## src/rtl/cfs_pkg.sv

```systemverilog
`default_nettype none

package cfs_pkg;

  // Fixed field widths of the channels and the configuration register.
  localparam int DATA_W  = 16;
  localparam int TAP_W   = 4;
  localparam int LEN_W   = 5;
  localparam int SHIFT_W = 3;

  // The longest kernel the length register can select.
  localparam int MAX_LEN = 16;

  // Exact product of a signed sample and an unsigned weight, and the running sum of up to
  // sixteen of them.
  localparam int PROD_W = 33;
  localparam int ACC_W  = 38;

  // Rounding constant and shift of the Q.15 sum.
  localparam int RND_HALF  = 16384;
  localparam int FRAC_BITS = 15;

  // Operation codes of an input item.
  localparam logic OP_LOAD   = 1'b0;
  localparam logic OP_SAMPLE = 1'b1;

  // Commands from the sequencer to the datapath.
  typedef struct packed {
    logic             hist_wr;   // push the incoming sample into the history
    logic             wt_wr;     // write the incoming coefficient
    logic             tap_use;   // this cycle's tap contributes to the sum
    logic [TAP_W-1:0] tap_ofs;   // age of the history entry for this tap
    logic [TAP_W-1:0] tap_idx;   // weight index for this tap
    logic             acc_clr;   // start a new sum
    logic             out_load;  // round the sum into the output register
    logic             out_end;   // buffer_end flag of that result
  } cfs_cmd_t;

  // Status from the datapath to the sequencer.
  typedef struct packed {
    logic out_free;  // the output register can take a new result this cycle
  } cfs_sts_t;

endpackage

`default_nettype wire

```

## src/rtl/cfs_in_if.sv

```systemverilog
`default_nettype none

interface cfs_in_if;
  logic                              valid;
  logic                              ready;
  logic                              operation;
  logic        [cfs_pkg::TAP_W-1:0]  tap_index;
  logic        [cfs_pkg::DATA_W-1:0] coefficient;
  logic signed [cfs_pkg::DATA_W-1:0] sample;
  logic                              last_sample;

  modport source (
    output valid, operation, tap_index, coefficient, sample, last_sample,
    input  ready
  );

  modport sink (
    input  valid, operation, tap_index, coefficient, sample, last_sample,
    output ready
  );
endinterface

`default_nettype wire

```

## src/rtl/cfs_out_if.sv

```systemverilog
`default_nettype none

interface cfs_out_if;
  logic                              valid;
  logic                              ready;
  logic signed [cfs_pkg::DATA_W-1:0] smoothed;
  logic                              buffer_end;

  modport source (
    output valid, smoothed, buffer_end,
    input  ready
  );

  modport sink (
    input  valid, smoothed, buffer_end,
    output ready
  );
endinterface

`default_nettype wire

```

## src/rtl/cfs_datapath.sv

```systemverilog
`default_nettype none

module cfs_datapath #(
  parameter int MAX_TAPS = 16
) (
  input  wire logic                              clk_i,
  input  wire logic                              rst_ni,
  input  wire cfs_pkg::cfs_cmd_t                 cmd_i,
  output cfs_pkg::cfs_sts_t                      sts_o,
  input  wire logic        [cfs_pkg::TAP_W-1:0]  in_tap_index_i,
  input  wire logic        [cfs_pkg::DATA_W-1:0] in_coefficient_i,
  input  wire logic signed [cfs_pkg::DATA_W-1:0] in_sample_i,
  input  wire logic                              out_ready_i,
  output logic                                   out_valid_o,
  output logic signed [cfs_pkg::DATA_W-1:0]      out_smoothed_o,
  output logic                                   out_buffer_end_o
);

  localparam int AW  = (MAX_TAPS > 1) ? $clog2(MAX_TAPS) : 1;
  localparam int PAW = AW + 6;
  localparam int DW  = cfs_pkg::DATA_W;
  localparam int ACW = cfs_pkg::ACC_W;

  localparam logic signed [ACW-1:0] SAT_HI = ACW'(32767);
  localparam logic signed [ACW-1:0] SAT_LO = ACW'(-32768);

  // Kernel weights and the circular sample history.
  logic [DW-1:0] wt_mem [MAX_TAPS];
  logic [DW-1:0] hist_mem [MAX_TAPS];

  logic [AW-1:0]  ptr_q, ptr_d;
  logic [AW-1:0]  hist_raddr;
  logic [AW-1:0]  wt_waddr;
  logic [AW-1:0]  wt_raddr;
  logic           wt_we;
  logic signed [PAW-1:0] raddr_s;

  logic        [DW-1:0]                wt_rd_q;
  logic signed [DW-1:0]                hist_rd_q;
  logic                                use1_q, use2_q;
  logic signed [cfs_pkg::PROD_W-1:0]   prod_q, prod_d;
  logic signed [ACW-1:0]               acc_q, acc_d;
  logic signed [ACW-1:0]               rnd, quo;
  logic signed [DW-1:0]                sat;

  logic                                out_valid_q, out_valid_d;
  logic signed [DW-1:0]                out_data_q;
  logic                                out_end_q;

  // Newest sample sits one slot behind the write pointer; wrap once.
  always_comb begin
    raddr_s = $signed({6'b0, ptr_q}) - $signed(PAW'(1)) - $signed(PAW'(cmd_i.tap_ofs));
    if (raddr_s < 0) begin
      raddr_s = raddr_s + $signed(PAW'(MAX_TAPS));
    end
    hist_raddr = raddr_s[AW-1:0];
  end

  always_comb begin
    if (ptr_q == AW'(MAX_TAPS - 1)) begin
      ptr_d = '0;
    end else begin
      ptr_d = ptr_q + AW'(1);
    end
  end

  assign wt_waddr = AW'(in_tap_index_i);
  assign wt_raddr = AW'(cmd_i.tap_idx);
  assign wt_we    = cmd_i.wt_wr && (int'(in_tap_index_i) < MAX_TAPS);

  always_ff @(posedge clk_i) begin
    if (wt_we) begin
      wt_mem[wt_waddr] <= in_coefficient_i;
    end
    wt_rd_q <= wt_mem[wt_raddr];
  end

  always_ff @(posedge clk_i) begin
    if (cmd_i.hist_wr) begin
      hist_mem[ptr_q] <= in_sample_i;
    end
    hist_rd_q <= hist_mem[hist_raddr];
  end

  // Multiply into the product register, then accumulate from it.
  assign prod_d = hist_rd_q * $signed({1'b0, wt_rd_q});

  always_comb begin
    if (cmd_i.acc_clr) begin
      acc_d = '0;
    end else if (use2_q) begin
      acc_d = acc_q + ACW'(prod_q);
    end else begin
      acc_d = acc_q;
    end
  end

  always_ff @(posedge clk_i) begin
    prod_q <= prod_d;
    acc_q  <= acc_d;
  end

  // Round half up, floor by the shift, then clamp to 16 bits.
  always_comb begin
    rnd = acc_q + ACW'(cfs_pkg::RND_HALF);
    quo = rnd >>> cfs_pkg::FRAC_BITS;
    priority if (quo > SAT_HI) begin
      sat = SAT_HI[DW-1:0];
    end else if (quo < SAT_LO) begin
      sat = SAT_LO[DW-1:0];
    end else begin
      sat = quo[DW-1:0];
    end
  end

  always_comb begin
    if (cmd_i.out_load) begin
      out_valid_d = 1'b1;
    end else if (out_ready_i) begin
      out_valid_d = 1'b0;
    end else begin
      out_valid_d = out_valid_q;
    end
  end

  always_ff @(posedge clk_i) begin
    if (cmd_i.out_load) begin
      out_data_q <= sat;
      out_end_q  <= cmd_i.out_end;
    end
  end

  always_ff @(posedge clk_i or negedge rst_ni) begin
    if (!rst_ni) begin
      ptr_q       <= '0;
      use1_q      <= 1'b0;
      use2_q      <= 1'b0;
      out_valid_q <= 1'b0;
    end else begin
      if (cmd_i.hist_wr) begin
        ptr_q <= ptr_d;
      end
      use1_q      <= cmd_i.tap_use;
      use2_q      <= use1_q;
      out_valid_q <= out_valid_d;
    end
  end

  assign sts_o.out_free   = !out_valid_q || out_ready_i;
  assign out_valid_o      = out_valid_q;
  assign out_smoothed_o   = out_data_q;
  assign out_buffer_end_o = out_end_q;

endmodule

`default_nettype wire

```

## src/rtl/cfs_ctrl.sv

```systemverilog
`default_nettype none

module cfs_ctrl #(
  parameter int MAX_TAPS = 16
) (
  input  wire logic                       clk_i,
  input  wire logic                       rst_ni,
  input  wire logic                       cfg_we_i,
  input  wire logic [cfs_pkg::LEN_W-1:0]  cfg_wdata_i,
  input  wire logic                       in_valid_i,
  input  wire logic                       in_operation_i,
  input  wire logic                       in_last_i,
  output logic                            in_ready_o,
  input  wire cfs_pkg::cfs_sts_t          sts_i,
  output cfs_pkg::cfs_cmd_t               cmd_o
);

  localparam int LIM = (MAX_TAPS < cfs_pkg::MAX_LEN) ? MAX_TAPS : cfs_pkg::MAX_LEN;
  localparam int SW  = $clog2(MAX_TAPS + 1);
  localparam int LW  = cfs_pkg::LEN_W;
  localparam int TW  = cfs_pkg::TAP_W;
  localparam int HW  = cfs_pkg::SHIFT_W;

  typedef enum logic [3:0] {
    S_IDLE  = 4'b0001,
    S_TAPS  = 4'b0010,
    S_DRAIN = 4'b0100,
    S_EMIT  = 4'b1000
  } state_e;

  state_e         state_q, state_d;
  logic [LW-1:0]  len_cfg_q;
  logic [SW-1:0]  seen_q, seen_d, seen_inc;
  logic [TW-1:0]  j_q, j_d;
  logic [HW-1:0]  shift_q, shift_d;
  logic           last_q, last_d;
  logic           drain_q, drain_d;

  logic [LW-1:0]  len_eff;
  logic [LW-1:0]  ahead5;
  logic [HW-1:0]  ahead;
  logic [LW-1:0]  k5;
  logic [TW-1:0]  k, ofs, sh4;
  logic           tap_last;
  logic           accept;

  always_comb begin
    priority if (len_cfg_q == '0) begin
      len_eff = LW'(1);
    end else if (int'(len_cfg_q) > LIM) begin
      len_eff = LW'(LIM);
    end else begin
      len_eff = len_cfg_q;
    end
  end

  // Number of outputs that lag the newest sample.
  assign ahead5 = len_eff - LW'(1) - (len_eff >> 1);
  assign ahead  = ahead5[HW-1:0];

  assign seen_inc = (seen_q == SW'(MAX_TAPS)) ? seen_q : seen_q + SW'(1);

  // Tap j multiplies the sample k positions older than the newest one needed.
  assign k5       = len_eff - LW'(1) - LW'(j_q);
  assign k        = k5[TW-1:0];
  assign sh4      = TW'(shift_q);
  assign ofs      = k - sh4;
  assign tap_last = (LW'(j_q) == len_eff - LW'(1));

  assign accept     = in_valid_i && (state_q == S_IDLE);
  assign in_ready_o = (state_q == S_IDLE);

  always_comb begin
    state_d = state_q;
    seen_d  = seen_q;
    j_d     = j_q;
    shift_d = shift_q;
    last_d  = last_q;
    drain_d = drain_q;
    cmd_o   = '0;
    cmd_o.tap_idx = j_q;
    cmd_o.tap_ofs = ofs;

    unique case (state_q)
      S_IDLE: begin
        if (accept) begin
          if (in_operation_i == cfs_pkg::OP_LOAD) begin
            cmd_o.wt_wr = 1'b1;
          end else begin
            cmd_o.hist_wr = 1'b1;
            seen_d = seen_inc;
            j_d    = '0;
            last_d = in_last_i;
            if (in_last_i) begin
              if (int'(seen_inc) > int'(ahead)) begin
                shift_d = '0;
              end else begin
                shift_d = HW'(int'(ahead) + 1 - int'(seen_inc));
              end
              state_d = S_TAPS;
            end else if (int'(seen_inc) > int'(ahead)) begin
              shift_d = '0;
              state_d = S_TAPS;
            end
          end
        end
      end

      S_TAPS: begin
        cmd_o.acc_clr = (j_q == '0);
        cmd_o.tap_use = (k >= sh4) && (int'(ofs) < int'(seen_q));
        if (tap_last) begin
          drain_d = 1'b0;
          state_d = S_DRAIN;
        end else begin
          j_d = j_q + TW'(1);
        end
      end

      S_DRAIN: begin
        // Wait here while the read and the multiply of the last tap reach the sum.
        if (drain_q) begin
          state_d = S_EMIT;
        end else begin
          drain_d = 1'b1;
        end
      end

      S_EMIT: begin
        if (sts_i.out_free) begin
          cmd_o.out_load = 1'b1;
          cmd_o.out_end  = last_q && (shift_q == ahead);
          if (last_q && (shift_q != ahead)) begin
            shift_d = shift_q + HW'(1);
            j_d     = '0;
            state_d = S_TAPS;
          end else begin
            if (last_q) begin
              seen_d = '0;
            end
            state_d = S_IDLE;
          end
        end
      end

      default: begin
        state_d = S_IDLE;
      end
    endcase
  end

  always_ff @(posedge clk_i or negedge rst_ni) begin
    if (!rst_ni) begin
      state_q   <= S_IDLE;
      len_cfg_q <= LW'(1);
      seen_q    <= '0;
      j_q       <= '0;
      shift_q   <= '0;
      last_q    <= 1'b0;
      drain_q   <= 1'b0;
    end else begin
      state_q <= state_d;
      seen_q  <= seen_d;
      j_q     <= j_d;
      shift_q <= shift_d;
      last_q  <= last_d;
      drain_q <= drain_d;
      if (cfg_we_i) begin
        len_cfg_q <= cfg_wdata_i;
      end
    end
  end

endmodule

`default_nettype wire

```

## src/rtl/centered_fir_smoother.sv

```systemverilog
`default_nettype none

// Channel   Direction  Transfer carries
// in_i      sink       operation, tap_index, coefficient, sample, last_sample
// out_o     source     smoothed, buffer_end
// cfg       write      kernel_length (cfg_we_i, cfg_wdata_i)
//
// When a sample releases an output, one shared multiply-accumulate walks the L taps, where L is
// the kernel length in use, then the memory read and the product drain; no input is taken
// meanwhile. The last sample of a buffer releases up to L - 1 - L/2 + 1 outputs in turn.
// Reset is asynchronous and active low; it clears the control state, the length register
// (to 1) and the sample count, and needs no clearing pass.
// A stalled output is held in its register; the next input transfer is still taken, and the
// sequencer waits only when a new result is ready before the previous one has left.

module centered_fir_smoother #(
  parameter int MAX_TAPS = 16
) (
  input  wire logic                       clk_i,
  input  wire logic                       rst_ni,
  input  wire logic                       cfg_we_i,
  input  wire logic [cfs_pkg::LEN_W-1:0]  cfg_wdata_i,
  cfs_in_if.sink                          in_i,
  cfs_out_if.source                       out_o
);

  cfs_pkg::cfs_cmd_t cmd;
  cfs_pkg::cfs_sts_t sts;

  // The sequencer owns the length register, the per-buffer sample count and the tap walk.
  cfs_ctrl #(
    .MAX_TAPS (MAX_TAPS)
  ) u_ctrl (
    .clk_i          (clk_i),
    .rst_ni         (rst_ni),
    .cfg_we_i       (cfg_we_i),
    .cfg_wdata_i    (cfg_wdata_i),
    .in_valid_i     (in_i.valid),
    .in_operation_i (in_i.operation),
    .in_last_i      (in_i.last_sample),
    .in_ready_o     (in_i.ready),
    .sts_i          (sts),
    .cmd_o          (cmd)
  );

  // The datapath holds the weight and history memories, the multiplier, the sum and the
  // output register. Samples older than the current buffer are masked by the count, so
  // the history never has to be cleared.
  cfs_datapath #(
    .MAX_TAPS (MAX_TAPS)
  ) u_datapath (
    .clk_i            (clk_i),
    .rst_ni           (rst_ni),
    .cmd_i            (cmd),
    .sts_o            (sts),
    .in_tap_index_i   (in_i.tap_index),
    .in_coefficient_i (in_i.coefficient),
    .in_sample_i      (in_i.sample),
    .out_ready_i      (out_o.ready),
    .out_valid_o      (out_o.valid),
    .out_smoothed_o   (out_o.smoothed),
    .out_buffer_end_o (out_o.buffer_end)
  );

endmodule

`default_nettype wire
```

## src/flat_wrapper.sv

```systemverilog
// flat-port wrapper written by rule: the top's interface ports become plain ports
module centered_fir_smoother_flat 
#(
  parameter int MAX_TAPS = 16
)
  (clk_i, rst_ni, cfg_we_i, cfg_wdata_i, in_i_valid, in_i_operation, in_i_tap_index, in_i_coefficient, in_i_sample, in_i_last_sample, in_i_ready, out_o_valid, out_o_smoothed, out_o_buffer_end, out_o_ready);
  cfs_in_if in_i_i ();
  cfs_out_if out_o_i ();
  input  wire logic clk_i;
  input  wire logic rst_ni;
  input  wire logic cfg_we_i;
  input  wire logic [cfs_pkg::LEN_W-1:0] cfg_wdata_i;
  input wire logic [$bits(in_i_i.valid)-1:0] in_i_valid;
  input wire logic [$bits(in_i_i.operation)-1:0] in_i_operation;
  input wire logic [$bits(in_i_i.tap_index)-1:0] in_i_tap_index;
  input wire logic [$bits(in_i_i.coefficient)-1:0] in_i_coefficient;
  input wire logic [$bits(in_i_i.sample)-1:0] in_i_sample;
  input wire logic [$bits(in_i_i.last_sample)-1:0] in_i_last_sample;
  output wire logic [$bits(in_i_i.ready)-1:0] in_i_ready;
  output wire logic [$bits(out_o_i.valid)-1:0] out_o_valid;
  output wire logic [$bits(out_o_i.smoothed)-1:0] out_o_smoothed;
  output wire logic [$bits(out_o_i.buffer_end)-1:0] out_o_buffer_end;
  input wire logic [$bits(out_o_i.ready)-1:0] out_o_ready;
  assign in_i_i.valid = in_i_valid;
  assign in_i_i.operation = in_i_operation;
  assign in_i_i.tap_index = in_i_tap_index;
  assign in_i_i.coefficient = in_i_coefficient;
  assign in_i_i.sample = in_i_sample;
  assign in_i_i.last_sample = in_i_last_sample;
  assign in_i_ready = in_i_i.ready;
  assign out_o_valid = out_o_i.valid;
  assign out_o_smoothed = out_o_i.smoothed;
  assign out_o_buffer_end = out_o_i.buffer_end;
  assign out_o_i.ready = out_o_ready;
  centered_fir_smoother #(.MAX_TAPS(MAX_TAPS)) u_core (.clk_i(clk_i), .rst_ni(rst_ni), .cfg_we_i(cfg_we_i), .cfg_wdata_i(cfg_wdata_i), .in_i(in_i_i), .out_o(out_o_i));
endmodule
```

## config.mk

```make
export PLATFORM = sky130hd
export DESIGN_NAME = centered_fir_smoother_flat
export DESIGN_NICKNAME = d
export VERILOG_FILES = /design/src/rtl/cfs_pkg.sv /design/src/rtl/cfs_in_if.sv /design/src/rtl/cfs_out_if.sv /design/src/rtl/cfs_datapath.sv /design/src/rtl/cfs_ctrl.sv /design/src/rtl/centered_fir_smoother.sv /design/src/flat_wrapper.sv
export SDC_FILE = /design/constraint.sdc
export NUM_CORES = 1
export LEC_CHECK = 0
export BUFFER_PORTS_ARGS = -buffer_cell sky130_fd_sc_hd__buf_2
export CAP_MARGIN = 20
export CORE_MARGIN = 3
export CORE_UTILIZATION = 55
export CTS_CLUSTER_DIAMETER = 30
export CTS_CLUSTER_SIZE = 24
export DETAILED_ROUTE_END_ITERATION = 8
export PLACE_DENSITY = 0.73
export SLEW_MARGIN = 20
export SYNTH_ARGS = -nofsm -noshare
export SYNTH_HDL_FRONTEND = slang
export SYNTH_SLANG_ARGS = --single-unit
```

## constraint.sdc

```tcl
create_clock -name clk_i -period 18 [get_ports clk_i]
set_input_delay 1.8 -clock clk_i [delete_from_list [all_inputs] [get_ports clk_i]]
set_output_delay 1.8 -clock clk_i [all_outputs]
set_load 0.01 [all_outputs]
```

==> results of run 1 <==
## Yosys cell counts (13+ instances only)
master,instances
a211oi_1,14
nor2_1,98
a31oi_1,13
xor2_1,38
o21a_1,13
inv_1,279
nand4_1,16
a21oi_1,72
nand3_1,44
nand2_1,202
mux2i_1,23
nor3_1,31
dfxtp_1,103
clkbuf_1,79
a21o_1,30
and3_1,19
and2_1,137
dfrtp_1,28
xnor2_1,57
edfxtp_1,529
fa_1,199
ha_1,189
mux4_2,160
o21ai_0,53
## final cells by class
class                           count  area [um2]  area share (%)
Clock buffer                      135        3080            7.40
Clock inverter                     87        1260            3.04
Inverter                          280        1050            2.52
Multi-Input combinational cell   1544       15900            38.1
Sequential cell                   662       18700            44.9
Tap cell                          855        1070            2.57
Timing Repair Buffer               98         604            1.45
## critical path, cell delays in order (launching register included)
cell and delay, ns:
dfxtp_1 0.73, nand2_1 0.20, fa_1 0.58, inv_1 0.06
fa_1 0.52, inv_1 0.06, fa_1 0.48, inv_1 0.06
fa_1 0.51, fa_1 0.55, inv_1 0.05, fa_1 0.53
inv_1 0.04, ha_1 0.34, and3_1 0.22, and2_1 0.17
a221oi_1 0.26, o21ai_1 0.17, a221o_1 0.42, a211oi_2 0.36
o21ai_1 0.16, or4_1 0.41, nand3_1 0.09
## cells by family after synthesis
group / count (synthesis) / synth area share [%]
flip-flops: 662 / 52.1
AND/OR/NAND/NOR: 610 / 8.40
adder cells (fa/ha/maj): 388 / 17.7
buffers and inverters: 370 / 3.90
AO/OA/AOI/OAI: 261 / 4.67
multiplexers: 189 / 10.9
XOR/XNOR: 96 / 2.38
## sequential cells by signal, indices dropped and copies added, names as in the netlist, 5 cells and up
| register | count |
|---|---|
| u_core.u_ctrl.seen_q | 5 |
| u_core.u_ctrl.len_cfg_q | 5 |
| u_core.u_datapath.wt_rd_q | 16 |
| u_core.u_datapath.hist_rd_q | 16 |
| u_core.u_datapath.hist_mem | 256 |
| u_core.u_datapath.prod_q | 33 |
| u_core.u_datapath.out_smoothed_o | 16 |
| u_core.u_datapath.wt_mem | 256 |
| u_core.u_datapath.acc_q | 38 |
## placed cells by master (no fill, tap or decap), types with 9 or more instances in the layout
| cell | count |
|---|---|
| dfrtp_1 | 26 |
| a21o_1 | 30 |
| clkinvlp_4 | 15 |
| clkbuf_1 | 13 |
| o22ai_1 | 9 |
| a31oi_1 | 13 |
| o21ai_0 | 52 |
| edfxtp_1 | 529 |
| nand2b_1 | 12 |
| buf_4 | 27 |
| a211oi_1 | 14 |
| ha_1 | 188 |
| buf_2 | 66 |
| nand4_1 | 16 |
| o21bai_1 | 10 |
| bufinv_16 | 23 |
| and2_1 | 135 |
| a21oi_1 | 72 |
| fa_1 | 198 |
| nor2_1 | 97 |
| clkbuf_16 | 120 |
| and3_1 | 19 |
| o21a_1 | 13 |
| dfxtp_1 | 103 |
| mux2i_1 | 23 |
| nor2b_1 | 12 |
| clkinv_1 | 10 |
| nor3_1 | 27 |
| inv_1 | 279 |
| nand3_1 | 44 |
| clkinv_4 | 10 |
| xnor2_1 | 55 |
| nand2_1 | 202 |
| xor2_1 | 38 |
| mux4_2 | 160 |
| clkinv_2 | 13 |
## path summary, 6_finish.rpt
check,startpoint,to,slack [ns],cells after the start
min in group asynchronous,rst_ni,u_core.u_datapath.ptr_q[1]$_DFFE_PN0P_,1.22,1
hold reg to reg,u_core.u_datapath.use1_q$_DFF_PN0_,u_core.u_datapath.use2_q$_DFF_PN0_,0.37,0
setup / recovery,u_core.u_datapath.wt_rd_q[5]$_DFF_P_,u_core.u_datapath.prod_q[30]$_DFF_P_,10.97,22
max in group asynchronous,rst_ni,u_core.u_ctrl.j_q[0]$_DFFE_PN0P_,16.17,1
setup reg to reg,u_core.u_datapath.wt_rd_q[5]$_DFF_P_,u_core.u_datapath.prod_q[30]$_DFF_P_,10.97,22
hold / removal,u_core.u_datapath.use1_q$_DFF_PN0_,u_core.u_datapath.use2_q$_DFF_PN0_,0.37,0
## metal layers
metal	vias to the layer above	GRT usage, %	part of all wire, %
li1	9518	-	-
met1	10800	33.4	41
met2	761	40.7	49
met3	226	4.73	6.5
met4	8	8.47	3.2
met5	-	0	0.061
## metrics by stage
step                setup WS (ns)  util [%]  std cells
floorplan                   11.57         -       2576
global placement            11.18      57.7       3435
detailed placement          11.06      57.8       3438
CTS                         10.99      64.5       3660
global route                10.78      64.6       3661
finish                      10.97      64.6       3661
==> flow_metrics.env, run 1 <==
export IMPL_start_util_pct=55.7
export IMPL_synthFlopType="edfxtp_1"
export IMPL_yosys_area_top_type="edfxtp_1"
export IMPL_hp_class="reg2reg"
export IMPL_nNetsFinal=3139
export IMPL_netlist_area_um2=35900
export IMPL_final_fill_count=4659
export IMPL_cts_buffers=117
export IMPL_setup_tns_final_ns=0
export IMPL_status="completed"
export IMPL_cts_clk_slew_worst_paths_ns=0.05
export IMPL_critPathKind="reg2reg"
export IMPL_clockBufferDepth=3
export IMPL_grt_pass1_wl_um=129000
export IMPL_drive_above_1_share_pct=17.7
export IMPL_vias=21300
export IMPL_cts_root_buffer_cell="clkbuf_16"
export IMPL_routed_wirelength_um=81500
export IMPL_grt_usage_pct=24.7
export IMPL_async_reset_ff_share_pct=4.53
export IMPL_timing_hold_ws_ns=0.367
export IMPL_antennaDiodeCount=0
export IMPL_fp_row_count=93
export IMPL_ys_ff_latch=662
export IMPL_place_hpwl_um=51700
export IMPL_crit_path_end_kind="register"
export IMPL_synth_top_area_share_pct=44.3
export IMPL_cts_sinks=662
export IMPL_htree_levels=3
export IMPL_fin_area_um2=41600
export IMPL_gr_total_overflow=0
export IMPL_crit_path_start_kind="register"
export IMPL_ys_top_cells_by_area="edfxtp_1 44%, fa_1 11%, mux4_2 10%, ha_1 6.6%, dfxtp_1 5.7%"
export IMPL_grt_pass1_vias=22400
export IMPL_place_congestion=0.929
export IMPL_fmaxAchievable_mhz=142
export IMPL_syn_nets=3012
export IMPL_port_buffers=66
export IMPL_grt_start_max_net_pins=68
export IMPL_syn2layout_area_growth_pct=16.0
export IMPL_wire_per_inst_um=22.3
export IMPL_crit_fanout=16
export IMPL_tightest_slew_ns=1.14
export IMPL_post_cts_buffers=0
export IMPL_drtPass1Iterations=5
export IMPL_critical_path_arrival_ns=7.64
export IMPL_post_dp_cell_area_um2=37300
export IMPL_syn_instance_count=2576
export IMPL_setup_viol_count_final=0
export IMPL_worstPathRequired_ns=18.61
export IMPL_holdBufCountCts=0
export IMPL_die_w_um=261
export IMPL_die_height_um=261
export IMPL_rsz0062_at_grt="no"
export IMPL_period_needed_ns=7.03
export IMPL_drc=0
export IMPL_cts_resized=0
export IMPL_ioPinCount=67
export IMPL_slew_viol_final=0
export IMPL_tritoncts="yes"
export IMPL_maxSlewHeadroom_pct=24.0
export IMPL_synth_warnings=0
export IMPL_ys_seq_area_share_pct=52.1
export IMPL_drtAntennaViolNets=0
export IMPL_drv_cap=0
export IMPL_synth_cell_types=75
export IMPL_clock_latency_ns=0.71
export IMPL_grt_antenna_before_repair=6
export IMPL_fin_crit_sh_pct=39.1
export IMPL_drt_iter0_drc=1608
export IMPL_timing_final_hold_violations=0
export IMPL_synth_avg_cell_area_um2=13.9
export IMPL_dieArea_um2=68400
export IMPL_synth_edf_count=529
export IMPL_clock_skew_ns=0.0771
export IMPL_viasPerCell=5.82
export IMPL_core_um2=64500
Power of run 1 is left out: the tool's default activity adds up to more than one toggle a clock period on the data nets, which glitch-free logic cannot reach.
==> inputs of run 2 (changes only) <==
==> constraint.sdc (replaced) <==
create_clock -name clk_i -period 7 [get_ports clk_i]
set_input_delay 0.7 -clock clk_i [delete_from_list [all_inputs] [get_ports clk_i]]
set_output_delay 0.7 -clock clk_i [all_outputs]
set_load 0.01 [all_outputs]
==> run 2 against run 1 <==
Non-clock buffer count increased by 15; critical endpoint unchanged; sequential cell count unchanged; count of clock-buffer cells in the layout decreased by 3; clock skew increased by 0.014 ns; cell count increased by 0.44%; via count increased by 0.87%; first-iteration DRC count increased by 32%; worst setup slack got worse by 11 ns; hold slack got worse by 0.24 ns.
==> flow_metrics.env, run 2 (synthesis gave the netlist of run 1 again) <==
export IMPL_top_regs="u_core.u_datapath.hist_mem x256, u_core.u_datapath.wt_mem x256, u_core.u_datapath.acc_q x38"
export IMPL_routed_wirelength_um=81700
export IMPL_dieArea_um2=68400
export IMPL_wire_per_inst_um=22.2
export IMPL_tritoncts="yes"
export IMPL_fmaxAchievable_mhz=150
export IMPL_tightest_slew_ns=1.14
export IMPL_syn2layout_area_growth_pct=15.5
export IMPL_drtPass1Iterations=7
export IMPL_drc=0
export IMPL_maxSlewHeadroom_pct=23.8
export IMPL_post_cts_buffers=0
export IMPL_die_w_um=261
export IMPL_cts_clk_slew_worst_paths_ns=0.05
export IMPL_grt_usage_pct=24.6
export IMPL_grt_pass1_wl_um=128000
export IMPL_timing_final_hold_violations=0
export IMPL_cts_root_buffer_cell="clkbuf_16"
export IMPL_r2r_start="u_core.u_datapath.hist_rd_q[5]$_DFF_P_"
export IMPL_final_fill_count=4650
export IMPL_setup_viol_count_final=0
export IMPL_slew_viol_final=0
export IMPL_clock_latency_ns=0.70
export IMPL_clockBufferDepth=3
export IMPL_cts_sinks=662
export IMPL_grt_start_max_net_pins=68
export IMPL_vias=21500
export IMPL_holdBufCountCts=0
export IMPL_crit_fanout=16
export IMPL_status="completed"
export IMPL_final_common_cell="edfxtp_1"
export IMPL_layoutNonFillerInstCount=3677
export IMPL_drtAntennaViolNets=0
export IMPL_place_congestion=0.908
export IMPL_hp_class="in2async"
export IMPL_htree_levels=3
export IMPL_fp_row_count=93
export IMPL_core_um2=64500
export IMPL_clock_skew_ns=0.0912
export IMPL_place_hpwl_um=52300
export IMPL_seq_area_um2=18700
export IMPL_gr_total_overflow=0
export IMPL_worstPathRequired_ns=7.59
export IMPL_nNetsFinal=3152
export IMPL_crit_path_end_kind="register"
export IMPL_multiInputGateArea_um2=15900
export IMPL_grt_pass1_vias=22600
export IMPL_die_height_um=261
export IMPL_drv_cap=0
export IMPL_viasPerCell=5.85
export IMPL_port_buffers=66
export IMPL_critical_path_arrival_ns=7.24
export IMPL_setup_tns_final_ns=0
export IMPL_most_common_layout_cells="529 x edfxtp_1, 279 x inv_1, 202 x nand2_1, 198 x fa_1, 188 x ha_1"
export IMPL_crit_path_start_kind="register"
export IMPL_cts_buffers=115
export IMPL_ioPinCount=67
export IMPL_critPathKind="reg2reg"
export IMPL_fin_crit_sh_pct=95.0
export IMPL_drive_above_1_share_pct=19.2
export IMPL_crit_path_start="u_core.u_datapath.hist_rd_q[5]$_DFF_P_"
export IMPL_dpl_cell_count=3453
export IMPL_grt_antenna_before_repair=9
export IMPL_period_needed_ns=6.65
export IMPL_drt_iter0_drc=2130
export IMPL_start_util_pct=55.7
-- run 2: repair_timing --
action / 4_1_cts / 5_1_grt
gates resized for setup: 0 / 18
setup endpoints to repair: 0 / 3
endpoints found under the hold margin: 0 / 0
-- run 2: area by class of cell --
| class | count | area share (%) |
|---|---|---|
| flip-flops and latches | 662 | 45.2 |
| clock inverters | 85 | 2.37 |
| repair buffers | 113 | 1.70 |
| clock buffers | 132 | 7.39 |
| inverters | 280 | 2.53 |
| well taps | 855 | 2.58 |
| diodes | 6 | 0.0362 |
| multi-input cells | 1544 | 38.2 |
-- run 2: worst max-delay path: stages, from the launching register on --
cell	delay, ns
dfxtp_1	0.47
and2_1	0.24
fa_1	0.50
inv_1	0.05
fa_1	0.54
inv_1	0.06
fa_1	0.53
fa_1	0.44
fa_1	0.59
inv_1	0.07
fa_1	0.53
inv_1	0.04
ha_1	0.35
and3_1	0.26
and2_1	0.17
a221oi_1	0.25
o21ai_1	0.17
a221o_1	0.42
a211oi_2	0.26
o21ai_1	0.15
or4_1	0.41
nand3_1	0.09
-- run 2: metrics by stage --
stage / util (%) / cell area, um2 / hold slack, ns / setup WS, ns
floorplan: - / 35900 / 0.331 / 0.568
global placement: 57.9 / 37400 / 0.340 / 0.379
detailed placement: 57.9 / 37400 / 0.343 / 0.221
CTS: 64.2 / 41400 / 0.122 / 0.204
global route: 64.3 / 41500 / 0.174 / -0.0209
finish: 64.3 / 41500 / 0.128 / 0.349
-- run 2: worst paths after layout --
kind                                                          end  slack [ns]  cells past startpoint
setup / recovery             u_core.u_datapath.prod_q[30]$_DFF_P_        0.35                     21
hold / removal             u_core.u_datapath.ptr_q[0]$_DFFE_PN0P_        0.13                      1
setup reg to reg             u_core.u_datapath.prod_q[30]$_DFF_P_        0.35                     21
hold reg to reg                u_core.u_datapath.use2_q$_DFF_PN0_        0.36                      0
max in group asynchronous        u_core.u_ctrl.j_q[0]$_DFFE_PN0P_        6.25                      1
min in group clk_i         u_core.u_ctrl.len_cfg_q[1]$_DFFE_PN0P_        0.29                      2
-- run 2: layer usage --
layer | up-vias | GRT usage, % | wire length (um)
li1 | 9573 | - | -
met1 | 10900 | 32.4 | 32900
met2 | 870 | 40.9 | 40500
met3 | 197 | 4.95 | 5830
met4 | 6 | 9.24 | 2430
met5 | - | 0 | 34
Power of run 2 is left out for the same reason.
